==> config.mk <==
export PLATFORM = sky130hd
export DESIGN_NAME = card_number_validator_flat
export DESIGN_NICKNAME = d
export VERILOG_FILES = /design/src/cnv_pkg.sv /design/src/cnv_if.sv /design/src/card_number_validator.sv /design/src/flat_wrapper.sv
export VERILOG_INCLUDE_DIRS = /design/src /design/src/src
export SDC_FILE = /design/constraint.sdc
export NUM_CORES = 1
export LEC_CHECK = 0
export BUFFER_PORTS_ARGS = -buffer_cell sky130_fd_sc_hd__clkbuf_2
export CAP_MARGIN = 20
export CORE_UTILIZATION = 40
export CTS_CLUSTER_DIAMETER = 100
export DETAILED_ROUTE_END_ITERATION = 12
export GPL_ROUTABILITY_DRIVEN = 0
export SKIP_CTS_REPAIR_TIMING = 1
export SLEW_MARGIN = 25
export SYNTH_ARGS = -nofsm -noshare
export SYNTH_HDL_FRONTEND = slang
export SYNTH_SLANG_ARGS = --single-unit
==> constraint.sdc <==
create_clock -name i_clk -period 9.3 [get_ports i_clk]
set_input_delay 0 -clock i_clk [delete_from_list [all_inputs] [get_ports i_clk]]
set_output_delay 0 -clock i_clk [all_outputs]
set_load 0.005 [all_outputs]
==> src/card_number_validator_macros.svh <==
`ifndef CARD_NUMBER_VALIDATOR_MACROS_SVH
`define CARD_NUMBER_VALIDATOR_MACROS_SVH

// same-cycle implication, disabled in reset
`define CNV_ASSERT_NOW(lbl, ante, cons) \
    lbl: assert property (@(posedge i_clk) disable iff (!i_rst_n) (ante) |-> (cons)) \
        else $error("cnv assertion failed");

// next-cycle implication, disabled in reset
`define CNV_ASSERT_NEXT(lbl, ante, cons) \
    lbl: assert property (@(posedge i_clk) disable iff (!i_rst_n) (ante) |=> (cons)) \
        else $error("cnv assertion failed");

`endif

==> src/cnv_pkg.sv <==
package cnv_pkg;

    typedef logic [1:0] t_status;
    typedef logic [2:0] t_kind;
    typedef logic [4:0] t_count;
    typedef logic [3:0] t_digit;

    localparam t_count MIN_LEN   = 5'd13;
    localparam t_count MAX_LEN   = 5'd19;
    localparam t_count COUNT_SAT = 5'd20;

    localparam t_status ST_VALID   = 2'd0;
    localparam t_status ST_BAD_LEN = 2'd1;
    localparam t_status ST_NON_DIG = 2'd2;
    localparam t_status ST_LUHN    = 2'd3;

    localparam t_kind KIND_VISA   = 3'd0;
    localparam t_kind KIND_MASTER = 3'd1;
    localparam t_kind KIND_MAESTR = 3'd2;
    localparam t_kind KIND_JCB    = 3'd3;
    localparam t_kind KIND_AMEX   = 3'd4;
    localparam t_kind KIND_OTHER  = 3'd5;

    localparam logic [7:0] CH_TAB   = 8'd9;
    localparam logic [7:0] CH_CR    = 8'd13;
    localparam logic [7:0] CH_SPACE = 8'd32;
    localparam logic [7:0] CH_0     = 8'h30;
    localparam logic [7:0] CH_3     = 8'h33;
    localparam logic [7:0] CH_4     = 8'h34;
    localparam logic [7:0] CH_5     = 8'h35;
    localparam logic [7:0] CH_6     = 8'h36;
    localparam logic [7:0] CH_7     = 8'h37;
    localparam logic [7:0] CH_9     = 8'h39;

    function automatic logic is_blank(input logic [7:0] c);
        return ((c >= CH_TAB) && (c <= CH_CR)) || (c == CH_SPACE);
    endfunction

    function automatic logic is_digit(input logic [7:0] c);
        return (c >= CH_0) && (c <= CH_9);
    endfunction

    // Luhn doubling: 2d, minus 9 when above 9
    function automatic t_digit dbl_digit(input t_digit d);
        logic [4:0] t;
        t = {d, 1'b0};
        if (t > 5'd9) begin
            t = t - 5'd9;
        end
        return t[3:0];
    endfunction

    // both operands below 10
    function automatic t_digit add_mod10(input t_digit a, input t_digit b);
        logic [4:0] s;
        s = {1'b0, a} + {1'b0, b};
        if (s >= 5'd10) begin
            s = s - 5'd10;
        end
        return s[3:0];
    endfunction

    function automatic t_kind kind_of(input logic [7:0] a, input logic [7:0] b);
        t_kind k;
        priority if (a == CH_3) begin
            k = ((b == CH_4) || (b == CH_7)) ? KIND_AMEX : KIND_JCB;
        end else if (a == CH_4) begin
            k = KIND_VISA;
        end else if (a == CH_5) begin
            k = KIND_MASTER;
        end else if (a == CH_6) begin
            k = KIND_MAESTR;
        end else begin
            k = KIND_OTHER;
        end
        return k;
    endfunction

endpackage

==> src/cnv_if.sv <==
interface cnv_in_if;
    logic       valid;
    logic       ready;
    logic [7:0] char_code;
    logic       is_last;

    modport source (output valid, output char_code, output is_last, input ready);
    modport sink   (input valid, input char_code, input is_last, output ready);
endinterface

interface cnv_res_if import cnv_pkg::*; ();
    logic    valid;
    logic    ready;
    t_status status;
    t_kind   card_kind;

    modport source (output valid, output status, output card_kind, input ready);
    modport sink   (input valid, input status, input card_kind, output ready);
endinterface

==> src/card_number_validator.sv <==
// Card number check, Luhn mod 10 plus issuer class.
// Input channel i_char_ch: one character per item, is_last on the final one.
//   Whitespace (codes 9..13, 32) is dropped but an is_last on it still closes
//   the number.
// Output channel o_res_ch: one item per number, status and card_kind.
// Throughput: one character per cycle except in a stall (below), including back
//   to back numbers; the per-character update is two 4-bit mod-10 adds and a compare.
// Path: the last character is registered in the input register, and the state
//   update from it is registered into the result register.
// Stall: while a result waits on o_res_ch, the input register still drains
//   characters that do not close a number; a closing character waits in the
//   input register, and i_char_ch.ready drops only once that register is
//   full and cannot move.
// Reset: synchronous, active low; clears both valid flags and all running
//   state, so the first item after reset starts a new number.
`include "card_number_validator_macros.svh"

module card_number_validator import cnv_pkg::*; (
    input  logic       i_clk,
    input  logic       i_rst_n,
    cnv_in_if.sink     i_char_ch,
    cnv_res_if.source  o_res_ch
);

    logic       r_in_valid;
    logic [7:0] r_char;
    logic       r_last;

    t_count     r_count,  n_count;
    logic       r_non,    n_non;
    t_digit     r_plain,  n_plain;
    t_digit     r_dbl,    n_dbl;
    logic [7:0] r_first,  n_first;
    logic [7:0] r_second, n_second;

    logic       r_out_valid;
    t_status    r_status, n_status;
    t_kind      r_kind;

    logic       w_move;
    logic       w_step;
    logic       w_in_ready;
    t_digit     w_digit;

    assign w_move     = !r_out_valid || o_res_ch.ready || !r_last;
    assign w_step     = r_in_valid && w_move;
    assign w_in_ready = !r_in_valid || w_move;
    assign w_digit    = r_char[3:0];

    assign i_char_ch.ready    = w_in_ready;
    assign o_res_ch.valid     = r_out_valid;
    assign o_res_ch.status    = r_status;
    assign o_res_ch.card_kind = r_kind;

    always_ff @(posedge i_clk) begin
        if (!i_rst_n) begin
            r_in_valid <= 1'b0;
        end else if (w_in_ready) begin
            r_in_valid <= i_char_ch.valid;
        end
    end

    always_ff @(posedge i_clk) begin
        if (w_in_ready && i_char_ch.valid) begin
            r_char <= i_char_ch.char_code;
            r_last <= i_char_ch.is_last;
        end
    end

    always_comb begin
        n_count  = r_count;
        n_non    = r_non;
        n_plain  = r_plain;
        n_dbl    = r_dbl;
        n_first  = r_first;
        n_second = r_second;
        if (!is_blank(r_char)) begin
            priority if (r_count == '0) begin
                n_first = r_char;
            end else if (r_count == 5'd1) begin
                n_second = r_char;
            end else begin
            end
            if (r_count < COUNT_SAT) begin
                n_count = r_count + 5'd1;
            end
            if (is_digit(r_char)) begin
                n_plain = add_mod10(r_dbl, w_digit);
                n_dbl   = add_mod10(r_plain, dbl_digit(w_digit));
            end else begin
                n_non = 1'b1;
            end
        end
    end

    always_comb begin
        priority if ((n_count < MIN_LEN) || (n_count > MAX_LEN)) begin
            n_status = ST_BAD_LEN;
        end else if (n_non) begin
            n_status = ST_NON_DIG;
        end else if (n_plain != '0) begin
            n_status = ST_LUHN;
        end else begin
            n_status = ST_VALID;
        end
    end

    always_ff @(posedge i_clk) begin
        if (!i_rst_n || (w_step && r_last)) begin
            r_count  <= '0;
            r_non    <= 1'b0;
            r_plain  <= '0;
            r_dbl    <= '0;
            r_first  <= '0;
            r_second <= '0;
        end else if (w_step) begin
            r_count  <= n_count;
            r_non    <= n_non;
            r_plain  <= n_plain;
            r_dbl    <= n_dbl;
            r_first  <= n_first;
            r_second <= n_second;
        end
    end

    always_ff @(posedge i_clk) begin
        if (!i_rst_n) begin
            r_out_valid <= 1'b0;
        end else if (w_step && r_last) begin
            r_out_valid <= 1'b1;
        end else if (o_res_ch.ready) begin
            r_out_valid <= 1'b0;
        end
    end

    always_ff @(posedge i_clk) begin
        if (w_step && r_last) begin
            r_status <= n_status;
            r_kind   <= kind_of(n_first, n_second);
        end
    end

    `CNV_ASSERT_NOW(a_sums_mod10, 1'b1, (r_plain < 4'd10) && (r_dbl < 4'd10))
    `CNV_ASSERT_NEXT(a_clear_after_last, w_step && r_last, (r_count == '0) && !r_non)
    `CNV_ASSERT_NOW(a_res_from_last, $rose(r_out_valid), $past(r_in_valid && r_last))
    `CNV_ASSERT_NOW(a_stall_cause, !w_in_ready,
                    r_in_valid && r_last && r_out_valid && !o_res_ch.ready)

endmodule

==> src/flat_wrapper.sv <==
// flat-port wrapper written by rule: the top's interface ports become plain ports
module card_number_validator_flat import cnv_pkg::*;
  (i_clk, i_rst_n, i_char_ch_valid, i_char_ch_char_code, i_char_ch_is_last, i_char_ch_ready, o_res_ch_valid, o_res_ch_status, o_res_ch_card_kind, o_res_ch_ready);
  cnv_in_if i_char_ch_i ();
  cnv_res_if o_res_ch_i ();
  input  logic i_clk;
  input  logic i_rst_n;
  input wire logic [$bits(i_char_ch_i.valid)-1:0] i_char_ch_valid;
  input wire logic [$bits(i_char_ch_i.char_code)-1:0] i_char_ch_char_code;
  input wire logic [$bits(i_char_ch_i.is_last)-1:0] i_char_ch_is_last;
  output wire logic [$bits(i_char_ch_i.ready)-1:0] i_char_ch_ready;
  output wire logic [$bits(o_res_ch_i.valid)-1:0] o_res_ch_valid;
  output wire logic [$bits(o_res_ch_i.status)-1:0] o_res_ch_status;
  output wire logic [$bits(o_res_ch_i.card_kind)-1:0] o_res_ch_card_kind;
  input wire logic [$bits(o_res_ch_i.ready)-1:0] o_res_ch_ready;
  assign i_char_ch_i.valid = i_char_ch_valid;
  assign i_char_ch_i.char_code = i_char_ch_char_code;
  assign i_char_ch_i.is_last = i_char_ch_is_last;
  assign i_char_ch_ready = i_char_ch_i.ready;
  assign o_res_ch_valid = o_res_ch_i.valid;
  assign o_res_ch_status = o_res_ch_i.status;
  assign o_res_ch_card_kind = o_res_ch_i.card_kind;
  assign o_res_ch_i.ready = o_res_ch_ready;
  card_number_validator u_core (.i_clk(i_clk), .i_rst_n(i_rst_n), .i_char_ch(i_char_ch_i), .o_res_ch(o_res_ch_i));
endmodule
### Yosys cells after proc, flatten, opt, wreduce, memory -nomap -nowiden

Index checks and enable logic that the tools add are counted.

| storage, ports and cells | value |
|---|---|
| input port bits | 13 |
| word-level logic and storage cells | 82 |
| output and inout port bits | 7 |
| register bits after elaboration | 46 |

| cells by class | value |
|---|---|
| order comparisons | 10 |
| multiplexer cells | 25 |
| eq/ne operators | 8 |
| add/subtract/negate cells | 6 |
| bitwise operators | 1 |
| reduce and logical (&&, ||, !) cells | 20 |

Operators with widths:

| kind | count |
|---|---|
| equality test 8 x 6 -> 1 bit (second input constant) | 7 |
| 2-to-1 mux 8 bit | 5 |
| 2-to-1 mux 4 bit | 7 |
| 2-to-1 mux 3 bit | 5 |
| subtractor 4 bit (second input constant) | 3 |
| adder 4 x 4 -> 5 bit | 2 |
| >= comparator 5 x 4 -> 1 bit (second input constant) | 2 |
| 2-to-1 mux 5 bit | 2 |
| >= comparator 8 x 4 -> 1 bit (second input constant) | 1 |
| >= comparator 8 x 6 -> 1 bit (second input constant) | 1 |
| <= comparator 8 x 4 -> 1 bit (second input constant) | 1 |
| <= comparator 8 x 6 -> 1 bit (second input constant) | 1 |
| logical OR 1 bit | 7 |
| adder 5 x 1 -> 5 bit (second input constant) | 1 |
| equality test 5 x 1 -> 1 bit (second input constant) | 1 |
| greater-than comparator 5 x 4 -> 1 bit (second input constant) | 1 |
| greater-than comparator 5 bit (second input constant) | 1 |
| logical AND 1 bit | 5 |
| zero test 5 bit | 1 |
| < comparator 5 x 4 -> 1 bit (second input constant) | 1 |
| < comparator 5 bit (second input constant) | 1 |
| zero test 1 bit | 4 |
| 2-to-1 mux 1 bit | 4 |
| 2-to-1 mux 2 bit | 2 |
| other kinds (4) | 4 |

### Depth between registers and ports, before layout

| logic depth | value |
|---|---|
| word-level depth | 9 |
| depth in mapped cells | 15 |
| depth with buffers taken out | 14 |

### Least setup slack after synthesis

OpenSTA, ideal clock, no wires.

| timing path | value |
|---|---|
| kind | reg-to-reg |
| start | register u_core.r_char[1] |
| end | register u_core.r_dbl[2] |
| path slack | 6.061 ns |
| path buffers | 1 |
| stages on the path, launching flop included | 15 |
| setup time | 0.086 ns |
| data required time | 9.214 ns |
| data arrival time | 3.153 ns |
| clock period less this slack | 3.239 ns |
| cell sequence | edfxtp_1 -> clkbuf_1 -> inv_1 -> ha_1 -> inv_1 -> a21oi_1 -> xnor2_1 -> inv_1 -> fa_1 -> xor2_1 -> ha_1 -> nand2_1 -> a21oi_1 -> mux2_2 -> a211oi_1 |

| on the way | value |
|---|---|
| longest elaborated chain between the ends | 7 |
| elaborated cells between the ends (all ways) | 19 |
| classes of those cells | add/sub (3); order compare (6); eq/ne (1); mux (4); bitwise (1); reduce/logical (4) |

Ends and longest elaborated chain:

| element | line | text |
|---|---|---|
| from (decl) | card_number_validator.sv:26 | `logic [7:0] r_char;` |
| from (signal assigned) | card_number_validator.sv:65 | `r_char <= i_char_ch.char_code;` |
| subtractor 4 bit or greater-than comparator 5 x 4 -> 1 bit (tied branches) | cnv_pkg.sv:48, cnv_pkg.sv:47 |  |
| 2-to-1 mux 4 bit | cnv_pkg.sv:47 | `if (t > 5'd9) begin` |
| 2-to-1 mux 4 bit | card_number_validator.sv:87 | `if (is_digit(r_char)) begin` |
| 2-to-1 mux 4 bit | card_number_validator.sv:77 | `if (!is_blank(r_char)) begin` |
| adder 4 x 4 -> 5 bit | cnv_pkg.sv:56 | `s = {1'b0, a} + {1'b0, b};` |
| subtractor 4 bit or >= comparator 5 x 4 -> 1 bit (tied branches) | cnv_pkg.sv:58, cnv_pkg.sv:57 |  |
| 2-to-1 mux 4 bit | cnv_pkg.sv:57 | `if (s >= 5'd10) begin` |
| to (signal assigned) | card_number_validator.sv:120 | `r_dbl <= n_dbl;` |
| to (decl) | card_number_validator.sv:32 | `t_digit r_dbl, n_dbl;` |

Parallel ways exist; a longest one is shown, timed or not. The select of a mux whose other input is x is not followed.
A chain may end at the register's enable or synchronous reset.

### Worst setup path in the final report

Same ends and word-level chain as after synthesis.

==> flow_summary.yaml <==
run_status:
  status: "complete, but fails checks"
  violations: "DRC, hold timing"
yosys:
  ys_warn_count: 0
  synth-edff-count: 14
  netlist-cell-type-count: 59
  ys_async_sr_fraction_pct: 0
  synthesis.nets: 329
  syn_avg_cell_area_sq_um: 9.05
  ys_seq_area_share_pct: 39.2
  synth.ff_latch_count: 46
  syn_inst: 299
  syn-cell-area_sq_mm: 0.00271
  synth_ff_type: "dfxtp_1"
detailed_routing:
  drt_iter0_drc: 140
  wl_met2_um: 2610
  ant_nets: 0
  viasPerCell: 5.57
  vias: 2235
  wl_met3_um: 178
  drt-met1-wl_um: 2880
  top_layer: "met4"
  avgRoutedWirePerCell_um: 14.3
  totalWireLength_um: 5740
  route.detailed.drc: 4
  dr.pass1.iters: 8
placed_design:
  dpl.hpwl_um: 4190
  io_buffers: 19
sta:
  rsz0062_at_grt: "false"
  setup_violations: 0
  slew-limit-headroom_pct: 39.6
  worst_slew_pin_slew_ps: 902
  fin_crit_ps: 3550
  fin_crit_sh_pct: 38.1
  tns_ps: 0
  hold_ws_ps: -4.92
  final_hold_viol_count: 1
  fin_skew_ps: 10.9
  final-max-slew-violation-count: 0
  fmax_mhz: 282
global_route:
  antenna_found_initial: 0
  grt_pass1_wl_um: 9480
  grt_pass1_vias: 2002
  overflow: 0
  grt_use_total_pct: 17.1
  grt_max_degree: 31
finish:
  fill_cells: 605
  final_nets: 353
  n_antenna_cell: 0
  mostFrequentLayoutCells: "dfxtp_1, nor2_1, nand2_1, a21oi_1, clkbuf_2"
  syn2layout_area_growth_pct: 13.1
  post-route-util_pct: 47.7
  drive_above_1_share_pct: 12.0
  mostFrequentLayoutCell: "dfxtp_1"
clocking:
  cts_made_buffers: 5
  root_buffer: "clkbuf_8"
  clk_pin_slew_ps: 80
  cts_buffer_depth: 2
  cts_tree: "done"
  cts-htree-levels: 2
  insertion_delay_ps: 300
  cts.sinks: 46
worst_setup_path:
  crit_arrival_ps: 3750
  crit_path_max_fanout: 9
  timing.critical_path.from_type: "flip-flop"
  crit_type: "reg2reg"
  critPathRequiredTime_ps: 9510
  endpoint_kind: "flip-flop"
  setup.worst_path.start: "u_core.r_char[1]"
  r2r-start: "u_core.r_char[1]"
floorplan:
  fp.dieH_um: 84.3
  initial_core_util_pct: 42.1
  die_w_um: 84.3
  design.core.area_sq_mm: 0.00642
  rows: 29
  io_pins: 20
  dieArea_sq_mm: 0.00710
min_path:
  hold_start: "o_res_ch_ready"
  worstHoldPathType: "in2reg"
run:
  drv_cap: 0
pwr:
  ir_worst_vdd_uv: 72.7
  leakagePower_nw: 1.20
  pwr_density_cell_mw_per_mm2: 131
## final cells by class
| class | instances | area [sq um] | area share (%) |
|---|---|---|---|
| clock buffer | 6 | 82.6 | 2.70 |
| clock inverter | 2 | 12.5 | 0.409 |
| inverter | 18 | 67.6 | 2.21 |
| multi-input combinational | 221 | 1530 | 49.9 |
| sequential | 46 | 1060 | 34.7 |
| tap | 77 | 96.3 | 3.15 |
| timing repair buffer | 31 | 215 | 7.03 |
## stage by stage
stage | instance area, sq um | total power [mW] | std cells | setup slack [ps]
2_1_floorplan | 2710 | 0.261 | 299 | 6060
3_3_place_gp | 2840 | 0.273 | 381 | 5910
3_5_place_dp | 2850 | 0.274 | 381 | 5790
4_1_cts | 2940 | 0.402 | 389 | 5770
5_1_grt | 3060 | 0.421 | 401 | 5410
6_report | 3060 | 0.402 | 401 | 5750
## worst max-delay path, cell delays in order, from the launching register on
cell and delay [ps]:
edfxtp_1 560, inv_1 170, ha_1 290, inv_1 60, a21oi_1 300, xnor2_1 190
inv_1 90, fa_1 430, xor2_1 250, ha_1 230, nand2_1 60, a21oi_1 230
mux2_2 370, a211oi_1 230
## path summary, 6_finish.rpt
check                           to  slack, ps  depth (start not counted)
max                u_core.r_dbl[2]       5750                         13
min          u_core.o_res_ch.valid         -5                          3
max reg2reg        u_core.r_dbl[2]       5750                         13
min reg2reg     u_core.r_second[7]        460                          2
## synth_stat cells (2+ instances only)
cell type  number  area [sq um]
a2111oi_0       2          17.5
a211oi_1        7          52.6
a21boi_0        4          30.0
a21o_1          3          22.5
a21oi_1        20           100
a311oi_1        3          26.3
a31o_2          2          17.5
and2_1          3          18.8
clkbuf_1       12          45.0
dfxtp_1        32           641
edfxtp_1       14           420
fa_1            2          40.0
ha_1           15           188
inv_1          18          67.6
mux2i_1        13           130
nand2_1        26          97.6
nand2b_1        5          31.3
nand3_1        16          80.1
nand4_1         3          18.8
nand4b_1        2          17.5
nor2_1         27           101
nor2b_1         3          18.8
nor3_1          6          30.0
nor3b_1         4          30.0
nor4_1          5          31.3
o211ai_1        2          15.0
o21ai_0         9          45.0
or4_1           2          15.0
xnor2_1         7          61.3
xor2_1          3          26.3
## power by group
part / leakage [nW] / total, mW / switching (mW) / internal (mW)
Clock: 0.0472 / 0.128 / 0.0685 / 0.0598
Sequential: 0.384 / 0.220 / 0.00761 / 0.213
Combinational: 0.766 / 0.0530 / 0.0293 / 0.0237
Total: 1.20 / 0.402 / 0.105 / 0.296
## flip-flops by register name, summed over array words and instances (netlist names)
| register | flops |
|---|---|
| u_core.r_plain | 4 |
| u_core.r_count | 5 |
| u_core.r_char | 8 |
| u_core.r_dbl | 4 |
| u_core.r_first | 8 |
| u_core.o_res_ch.status | 2 |
| u_core.o_res_ch.valid | 1 |
| u_core.r_second | 8 |
| u_core.o_res_ch.card_kind | 3 |
| u_core.r_non | 1 |
| u_core.r_last | 1 |
| u_core.r_in_valid | 1 |
## per-layer routing
metal  up-vias  GRT usage [%]
met3         6           3.24
met4         0           5.64
met5         -              0
met1      1059           23.3
met2        34           27.3
li1       1136              -
## logic make-up after synthesis
kind of cell	count (synthesis)	synth area share, %
AOI/OAI and AO/OA	66	16.7
xor gates and xnor gates	10	3.24
adders and majority gates	17	8.41
buffers and inverters	32	4.48
DFF	46	39.2
muxes	15	5.64
and+or+nand+nor	113	22.3
Power figures use the tool's default switching activity.
